<file path="src/design/dtu_pkg.sv">
// Shared types and constants for the decimal text to unsigned number checker.
package dtu_pkg;

	localparam int VALUE_W      = 63;
	localparam int CHAR_W       = 8;
	localparam int OFFSET_W     = 8;
	localparam int ECHARS_W     = 32;
	localparam int ECOUNT_W     = 3;
	localparam int ENDING_SLOTS = 4;
	localparam int CFG_INDEX_W  = 2;

	localparam logic [VALUE_W-1:0] VALUE_MAX = {VALUE_W{1'b1}};

	// character codes
	localparam logic [CHAR_W-1:0] ASCII_NUL   = 8'h00;
	localparam logic [CHAR_W-1:0] ASCII_TAB   = 8'h09;
	localparam logic [CHAR_W-1:0] ASCII_CR    = 8'h0D;
	localparam logic [CHAR_W-1:0] ASCII_SPACE = 8'h20;
	localparam logic [CHAR_W-1:0] ASCII_PLUS  = 8'h2B;
	localparam logic [CHAR_W-1:0] ASCII_MINUS = 8'h2D;
	localparam logic [CHAR_W-1:0] ASCII_0     = 8'h30;
	localparam logic [CHAR_W-1:0] ASCII_9     = 8'h39;

	typedef enum logic [CFG_INDEX_W-1:0] {
		REG_MAX_VALUE    = 2'd0,
		REG_ENDING_CHARS = 2'd1,
		REG_ENDING_COUNT = 2'd2
	} cfg_reg_t;

	// state of one string as it stands after its final character
	typedef struct packed {
		logic                ended;
		logic                minus;
		logic                overflowed;
		logic [VALUE_W-1:0]  value;
		logic [OFFSET_W-1:0] stop;
	} snapshot_t;

endpackage

</file>
<file path="src/design/dtu_parse.sv">
// Character parser: phase tracking, digit accumulation and position counting.
module dtu_parse #(
	parameter int POSITION_BITS = 8
) (
	input  logic                                 clk,
	input  logic                                 arst_n,
	input  logic                                 step,
	input  logic [dtu_pkg::CHAR_W-1:0]           char_code,
	input  logic                                 last,
	input  logic [dtu_pkg::ECHARS_W-1:0]         ending_chars,
	input  logic [dtu_pkg::ECOUNT_W-1:0]         ending_count,
	output dtu_pkg::snapshot_t                   snap
);

	typedef enum logic [2:0] {
		PH_SPACE,
		PH_SIGN,
		PH_DIGITS,
		PH_ENDED,
		PH_REJECT
	} phase_t;

	phase_t                          phase_q, phase_d;
	logic                            minus_q, minus_d;
	logic [dtu_pkg::VALUE_W-1:0]     acc_q, acc_d;
	logic                            ovf_q, ovf_d;
	logic [POSITION_BITS-1:0]        pos_q, pos_d;
	logic [POSITION_BITS-1:0]        stop_q, stop_d;
	logic [POSITION_BITS+7:0]        stop_ext;
	logic [dtu_pkg::VALUE_W+3:0]     sum;
	logic [dtu_pkg::ECOUNT_W-1:0]    slots;
	logic                            is_digit, is_space, is_end_char, take_digit;

	always_comb begin
		is_digit = (char_code >= dtu_pkg::ASCII_0) && (char_code <= dtu_pkg::ASCII_9);
		is_space = (char_code == dtu_pkg::ASCII_SPACE) ||
			((char_code >= dtu_pkg::ASCII_TAB) && (char_code <= dtu_pkg::ASCII_CR));

		// counts above the slot number act as all slots
		slots = (ending_count > dtu_pkg::ECOUNT_W'(dtu_pkg::ENDING_SLOTS)) ?
			dtu_pkg::ECOUNT_W'(dtu_pkg::ENDING_SLOTS) : ending_count;
		is_end_char = 1'b0;
		for (int i = 0; i < dtu_pkg::ENDING_SLOTS; i++) begin
			if ((dtu_pkg::ECOUNT_W'(i) < slots) && (ending_chars[8*i +: 8] == char_code))
				is_end_char = 1'b1;
		end

		// times ten plus digit as shift and add; any carry above the value width overflows
		sum = ({4'd0, acc_q} << 3) + ({4'd0, acc_q} << 1) +
			{{(dtu_pkg::VALUE_W){1'b0}}, char_code[3:0]};

		phase_d    = phase_q;
		minus_d    = minus_q;
		acc_d      = acc_q;
		ovf_d      = ovf_q;
		stop_d     = stop_q;
		take_digit = 1'b0;

		unique case (phase_q)
			PH_SPACE: begin
				if (is_space) begin
					phase_d = PH_SPACE;
				end else if ((char_code == dtu_pkg::ASCII_PLUS) ||
					(char_code == dtu_pkg::ASCII_MINUS)) begin
					minus_d = (char_code == dtu_pkg::ASCII_MINUS);
					phase_d = PH_SIGN;
				end else if (is_digit) begin
					take_digit = 1'b1;
					phase_d    = PH_DIGITS;
				end else begin
					phase_d = PH_REJECT;
				end
			end
			PH_SIGN: begin
				if (is_digit) begin
					take_digit = 1'b1;
					phase_d    = PH_DIGITS;
				end else begin
					phase_d = PH_REJECT;
				end
			end
			PH_DIGITS: begin
				if (is_digit) begin
					take_digit = 1'b1;
				end else begin
					stop_d  = pos_q;
					phase_d = ((char_code == dtu_pkg::ASCII_NUL) || is_end_char) ?
						PH_ENDED : PH_REJECT;
				end
			end
			PH_ENDED, PH_REJECT: begin
				phase_d = phase_q;
			end
			default: begin
				phase_d = PH_REJECT;
			end
		endcase

		if (take_digit && !ovf_q) begin
			if (|sum[dtu_pkg::VALUE_W+3:dtu_pkg::VALUE_W]) begin
				ovf_d = 1'b1;
				acc_d = dtu_pkg::VALUE_MAX;
			end else begin
				acc_d = sum[dtu_pkg::VALUE_W-1:0];
			end
		end

		// saturate the position counter
		pos_d = (&pos_q) ? pos_q : pos_q + 1'b1;

		// a final word inside the digits ends the string there
		if (last && (phase_d == PH_DIGITS)) begin
			stop_d  = pos_d;
			phase_d = PH_ENDED;
		end

		stop_ext        = {8'd0, stop_d};
		snap.ended      = (phase_d == PH_ENDED);
		snap.minus      = minus_d;
		snap.overflowed = ovf_d;
		snap.value      = acc_d;
		snap.stop       = stop_ext[7:0];
	end

	always_ff @(posedge clk or negedge arst_n) begin
		if (!arst_n) begin
			phase_q <= PH_SPACE;
			minus_q <= 1'b0;
			acc_q   <= '0;
			ovf_q   <= 1'b0;
			pos_q   <= '0;
			stop_q  <= '0;
		end else if (step) begin
			if (last) begin
				phase_q <= PH_SPACE;
				minus_q <= 1'b0;
				acc_q   <= '0;
				ovf_q   <= 1'b0;
				pos_q   <= '0;
				stop_q  <= '0;
			end else begin
				phase_q <= phase_d;
				minus_q <= minus_d;
				acc_q   <= acc_d;
				ovf_q   <= ovf_d;
				pos_q   <= pos_d;
				stop_q  <= stop_d;
			end
		end
	end

	a_ovf_saturates: assert property (@(posedge clk) disable iff (!arst_n)
		ovf_q |-> (acc_q == dtu_pkg::VALUE_MAX))
		else $error("overflow flag set without saturated value");

	a_space_clean: assert property (@(posedge clk) disable iff (!arst_n)
		(phase_q == PH_SPACE) |-> ((acc_q == '0) && !minus_q && !ovf_q))
		else $error("whitespace phase with leftover number state");

endmodule

</file>
<file path="config.mk">
export PLATFORM = sky130hd
export DESIGN_NAME = dtu_parse
export DESIGN_NICKNAME = d
export VERILOG_FILES = /design/src/design/dtu_pkg.sv /design/src/design/dtu_parse.sv
export SDC_FILE = /design/constraint.sdc
export NUM_CORES = 1
export LEC_CHECK = 0
export ABC_AREA = 1
export BUFFER_PORTS_ARGS = -buffer_cell sky130_fd_sc_hd__buf_2
export CORE_UTILIZATION = 60
export DETAILED_ROUTE_END_ITERATION = 10
export HOLD_SLACK_MARGIN = 0.02
export PLACE_DENSITY_LB_ADDON = 0.1
export SETUP_SLACK_MARGIN = 0.02
export SLEW_MARGIN = 20
export SYNTH_ARGS = -nofsm -noshare
export SYNTH_HDL_FRONTEND = slang
export SYNTH_SLANG_ARGS = --single-unit
</file>
<file path="constraint.sdc">
create_clock -name clk -period 4.2 [get_ports clk]
set_input_delay 0.63 -clock clk [delete_from_list [all_inputs] [get_ports clk]]
set_output_delay 0.63 -clock clk [all_outputs]
set_load 0.05 [all_outputs]
</file>
# --- Word-level counts from Yosys, hierarchy flattened ---
# Index checks and enable logic that the tools add are counted.
word_totals:
  out_inout_bits: 74
  word_cells: 82
  register_bits: 84
  input_bits: 47
classes:
  n_reduce_logical: 18
  addsub: 3
  magnitude_cmp: 9
  eq_ne: 13
  n_mux: 33
op_table:
  columns: ["cell", "count"]
  rows:
  - ["two-way mux 63 bit", 3]
  - ["adder 66 x 64 -> 67 bit", 1]
  - ["adder 67 x 4 -> 67 bit", 1]
  - ["two-way mux 8 bit", 6]
  - ["== test 8 bit", 4]
  - ["== test 8 x 6 -> 1 bit, second input constant", 3]
  - ["two-way mux 3 bit", 8]
  - ["two-way mux 1 bit", 14]
  - ["== test 3 x 2 -> 1 bit, second input constant", 4]
  - ["one-hot mux 3 bit (4 select lines)", 1]
  - ["adder 8 x 1 -> 8 bit, second input constant", 1]
  - [">= comparator 8 x 4 -> 1 bit, second input constant", 1]
  - [">= comparator 8 x 6 -> 1 bit, second input constant", 1]
  - ["less-or-equal comparator 8 x 4 -> 1 bit, second input constant", 1]
  - ["less-or-equal comparator 8 x 6 -> 1 bit, second input constant", 1]
  - ["logical AND 1 bit", 8]
  - ["zero test 8 bit", 1]
  - ["AND reduction 8 bit", 1]
  - ["< comparator 1 x 3 -> 1 bit, first input constant", 2]
  - ["< comparator 2 x 3 -> 1 bit, first input constant", 2]
  - ["OR reduction 2 bit", 2]
  - ["OR reduction 4 bit", 1]
  - ["== test 3 x 1 -> 1 bit, second input constant", 1]
  - ["== test 3 bit, second input constant", 1]
  - ["other kinds (5)", 7]

# --- Logic depth before layout (Yosys ltp) ---
logic_depth:
  ltp_word: 16
  ltp_mapped: 20
  mapped_depth_nobuf: 19

# --- Least setup slack after synthesis ---
# OpenSTA, ideal clock, no wires.
synth_timing:
  path_kind: "input -> output"
  startpoint: "input char_code[3] (netlist name)"
  endpoint: "output snap[59] (netlist name)"
  n_path_buf: 0
  slack_ns: 0.095
  stages: 17
  t_arrival_ns: 3.475
  t_required_ns: 3.570
  path_cell_list: "fa_1 -> fa_1 -> nand3_1 -> nand2_2 -> nand2_1 -> nand2_2 -> nand2_1 -> nand2_2 -> nand2_1 -> nand2_2 -> nand2_1 -> nand3_1 -> nand2_2 -> nor2_8 -> nand2_1 -> nor2_2 -> a21oi_1"
synth_rtl:
  columns: ["item", "line_no", "text"]
  rows:
  - ["from (decl)", "dtu_parse.sv:8", "input logic [dtu_pkg::CHAR_W-1:0] char_code,"]
  - ["to (decl)", "dtu_parse.sv:12", "output dtu_pkg::snapshot_t snap"]

==> impl.org <==
** Timing
- Post-layout minimum cycle time :: 4.43 ns
- Number of endpoints with negative hold slack in the final report :: 0
- Post-route setup slack :: -0.225 ns
- Setup-violating endpoint count in the final report :: 57
- Count of pins over their slew limit :: 0
- Top achievable clock speed :: 226 MHz
- Setup repair after global routing could not meet its margin everywhere.
- Max-Slew Margin vs Limit :: 42.7%
- For the pin with the worst max-slew slack, the measured transition is 0.860 ns.
- Clock skew :: 0.0223 ns
- Hold is met by 0.359 ns.
- Of the available clock period, the critical path in the final layout requires 105%.

** CTS
- For this design, the sink count on the clock tree is 84.
- Clock tree from TritonCTS :: built
- Clock-pin slew was measured on the worst setup and hold paths at 0.09 ns.
- Clock tree buffer depth :: 2
- The clock reaches the later pin of the worst-skew pair after 0.38 ns.
- Number of buffers created by CTS :: 9
- H-Tree Level Count :: 3
- Hold Buf Count CTS :: 0
- In this run the clock root is driven by a clkbuf_16.

** Floorplan
- Width of the die :: 145 um
- In this run the standard cell core region covers 19700 um^2.
- Count of pins on the block boundary :: 121
- After floorplanning, the core was divided into 51 placement rows.
- Die Y :: 145 um
- Starting Density :: 62.0%
- The die covers 21000 um^2.

** Finish
- Share of post-route cells with drive strength above 1 :: 24.8%
- Layout Cell Area excl Fill :: 15200 um^2
- Net count of the finished layout :: 2365
- Commonest non-fill, non-tap cells in the layout :: nand2_1 (615), inv_1 (322), nor2_1 (166)
- Leaving out fill and tap cells, the most frequent cell in the layout is nand2_1.
- Diode count :: 0
- Area added between synthesis and finish :: 24.1%
- The filler cells instantiated in the layout total 1476.
- Cells fill 77.0% of the core in the end.

** Logic synthesis
- Synthesis produced 2037 cells.
- Net count after synthesis :: 2212
- Count of distinct cell types in the synthesized netlist :: 56
- Synthesis inferred 84 register bits.
- Average cell area after synthesis :: 6.00 um^2
- Cell area after synthesis :: 12200 um^2
- Fraction of registers with async set or reset after synthesis :: 100%
- In this run, synthesis inferred 0 flip-flops with an integrated enable.
- Sequential area share after synthesis :: 17.2%
- Yosys warns :: 0
- Most common flop cell mapped by yosys :: dfrtp_1

** Routing
- Avg Vias per Cell :: 6.08
- After detailed routing, the average wire length per cell comes to 20.1 um.
- The first detailed-routing pass ran for 6 iterations.
- Detail Route Antenna Nets :: 0
- Total via count in the routed design :: 14969
- Wires add up to 49500 um.
- DRC violation count after routing :: 0
- The detailed router finished its first iteration with 1920 violations.

** Critical path
- Crit path launch type :: register
- Critical path endpoint category :: output pin
- The worst setup path is of the register to output pin kind.
- Required time at the endpoint of the critical path :: 3.57 ns
- At the worst endpoint, the arrival time is 3.80 ns.
- Biggest fanout along the worst timing path :: 6

** GRT
- Grt total ovfl :: 0
- Entering global routing, the biggest net connects 69 pins.
- The number of global-route vias before repair is 12791.
- Global-route wire length before repair :: 65800 um
- Number of antenna violations at the first check in global routing :: 0
- Overall fraction of global-route tracks in use :: 41.3%

** Placed design
- Post-DP Area :: 13200 um^2
- HPWL after DPL :: 34500 um
- Buffers placed on the I/O ports in this run total 120.
- The congestion estimate from routability-driven global placement came to 1.04.

** Run
- Max-cap violations :: 0

** Power
- IR drop worst, VDD :: 0.000191 V
- Total power per unit cell area :: 169 nW/um^2
- Static leakage :: 8.80 nW

** Run status
- Violated checks :: setup timing
- Result of the run :: complete, but fails checks

** Min path
- The worst hold path belongs to the class input port to asynchronous set/reset pin.
## worst max-delay path, stage by stage, from the launching register on
cell and delay, ns:
dfrtp_1 0.45, ha_1 0.35, ha_2 0.43, nand2_2 0.12, nor2_1 0.16, nand3b_1 0.16, nand2_2 0.19, nand2_2 0.07
nand2_2 0.07, nand2_1 0.06, nand2_2 0.07, nand2_1 0.07, nand3_1 0.10, nand2_2 0.10, nor2_8 0.17, buf_6 0.15
buf_12 0.13, nand3_2 0.10, o21ai_0 0.15, inv_1 0.08, buf_2 0.22
## synthesized netlist by cell type (2+ instances only)
library cell | count | area, um^2
nand2_1 | 666 | 2500
inv_1 | 327 | 1230
nor2_1 | 203 | 762
ha_1 | 126 | 1580
nand3_1 | 106 | 531
a21oi_1 | 87 | 435
dfrtp_1 | 84 | 2100
o21ai_0 | 55 | 275
or2_2 | 45 | 282
xor2_1 | 40 | 350
o21ai_1 | 33 | 165
nand3_2 | 27 | 270
nand4_1 | 27 | 169
nor3_1 | 23 | 115
clkbuf_1 | 18 | 67.6
nand2_2 | 17 | 106
o21bai_1 | 17 | 128
o211ai_2 | 14 | 175
xnor2_1 | 12 | 105
o22ai_1 | 10 | 62.6
buf_2 | 9 | 45.0
buf_4 | 8 | 60.1
o211ai_1 | 8 | 60.1
buf_6 | 7 | 78.8
nand3b_1 | 7 | 52.6
nor4_1 | 6 | 37.5
nor2_2 | 5 | 31.3
a21oi_2 | 4 | 35.0
nand4_2 | 4 | 50.1
o21a_1 | 4 | 30.0
a21o_1 | 3 | 22.5
and2_1 | 3 | 18.8
a211oi_1 | 2 | 15.0
a221oi_1 | 2 | 17.5
buf_1 | 2 | 7.51
clkinv_1 | 2 | 7.51
fa_1 | 2 | 40.0
inv_2 | 2 | 7.51
nor2_8 | 2 | 40.0
o2111ai_1 | 2 | 17.5
## flip-flops by register name, indices dropped and copies added (netlist names)
register	count
stop_q	8
phase_q	3
acc_q	63
ovf_q	1
pos_q	8
minus_q	1
## timing repair
| item | CTS | global route |
|---|---|---|
| pin swaps | 4 | 22 |
| endpoints found under the setup margin | 64 | 64 |
| resized for setup | 59 | 292 |
| setup buffers | 3 | 20 |
| gates cloned | 0 | 8 |
## per-layer routing
metal  GRT usage [%]  part of all wire (%)
met5               0                     0
met4            16.3                   5.6
met3            6.38                    12
met2            64.9                    44
met1            56.5                    39
## path summary, 6_finish.rpt
kind                            from   endpoint  slack [ns]  cells past startpoint
max                         acc_q[2]   snap[49]       -0.23                     20
min                           arst_n  acc_q[14]        0.36                      1
max reg2reg                 acc_q[8]  acc_q[58]        0.82                     21
min reg2reg                stop_q[2]  stop_q[2]        0.50                      2
max in group asynchronous     arst_n   acc_q[0]        2.93                      2
min in group clk           stop_q[2]  stop_q[2]        0.50                      2
## power by group
group | total (mW) | internal [mW] | switching [mW] | leakage (nW)
combinational | 0.831 | 0.299 | 0.532 | 7.53
sequential | 0.876 | 0.836 | 0.0400 | 1.13
clock | 0.865 | 0.418 | 0.447 | 0.137
total | 2.57 | 1.55 | 1.02 | 8.80
## stage by stage
step / worst slack, ns / instances / setup TNS [ns] / total power [mW]
floorplan: 0.0951 / 2037 / 0 / 1.35
global placement: 0.0161 / 2413 / 0 / 1.53
detailed placement: -0.0731 / 2413 / -0.478 / 1.55
CTS: 0.0000495 / 2432 / 0 / 2.40
global route: -0.379 / 2460 / -16.57 / 2.63
finish: -0.225 / 2460 / -6.30 / 2.57
## cell families (layout without fill, tap and decap cells)
| logic type | after synthesis | after routing | share of synthesized area (%) |
|---|---|---|---|
| mux | 1 | 1 | 0.0818 |
| fa+ha+maj | 128 | 128 | 13.2 |
| simple gates | 1145 | 1145 | 40.9 |
| compound gates | 246 | 246 | 12.1 |
| xor+xnor | 52 | 52 | 3.72 |
| flops | 84 | 84 | 17.2 |
| buf+inv | 381 | 539 | 12.8 |
## area by class of cell
class / instances / area (um^2) / share of cell area [%]
inverter: 331 / 1240 / 8.18
sequential: 84 / 2130 / 14.0
timing repair buffer: 192 / 1590 / 10.5
clock buffer: 9 / 225 / 1.48
tap: 265 / 332 / 2.18
clock inverter: 7 / 63.8 / 0.420
multi-input combinational: 1572 / 9600 / 63.2
Power figures use the tool's default switching activity.
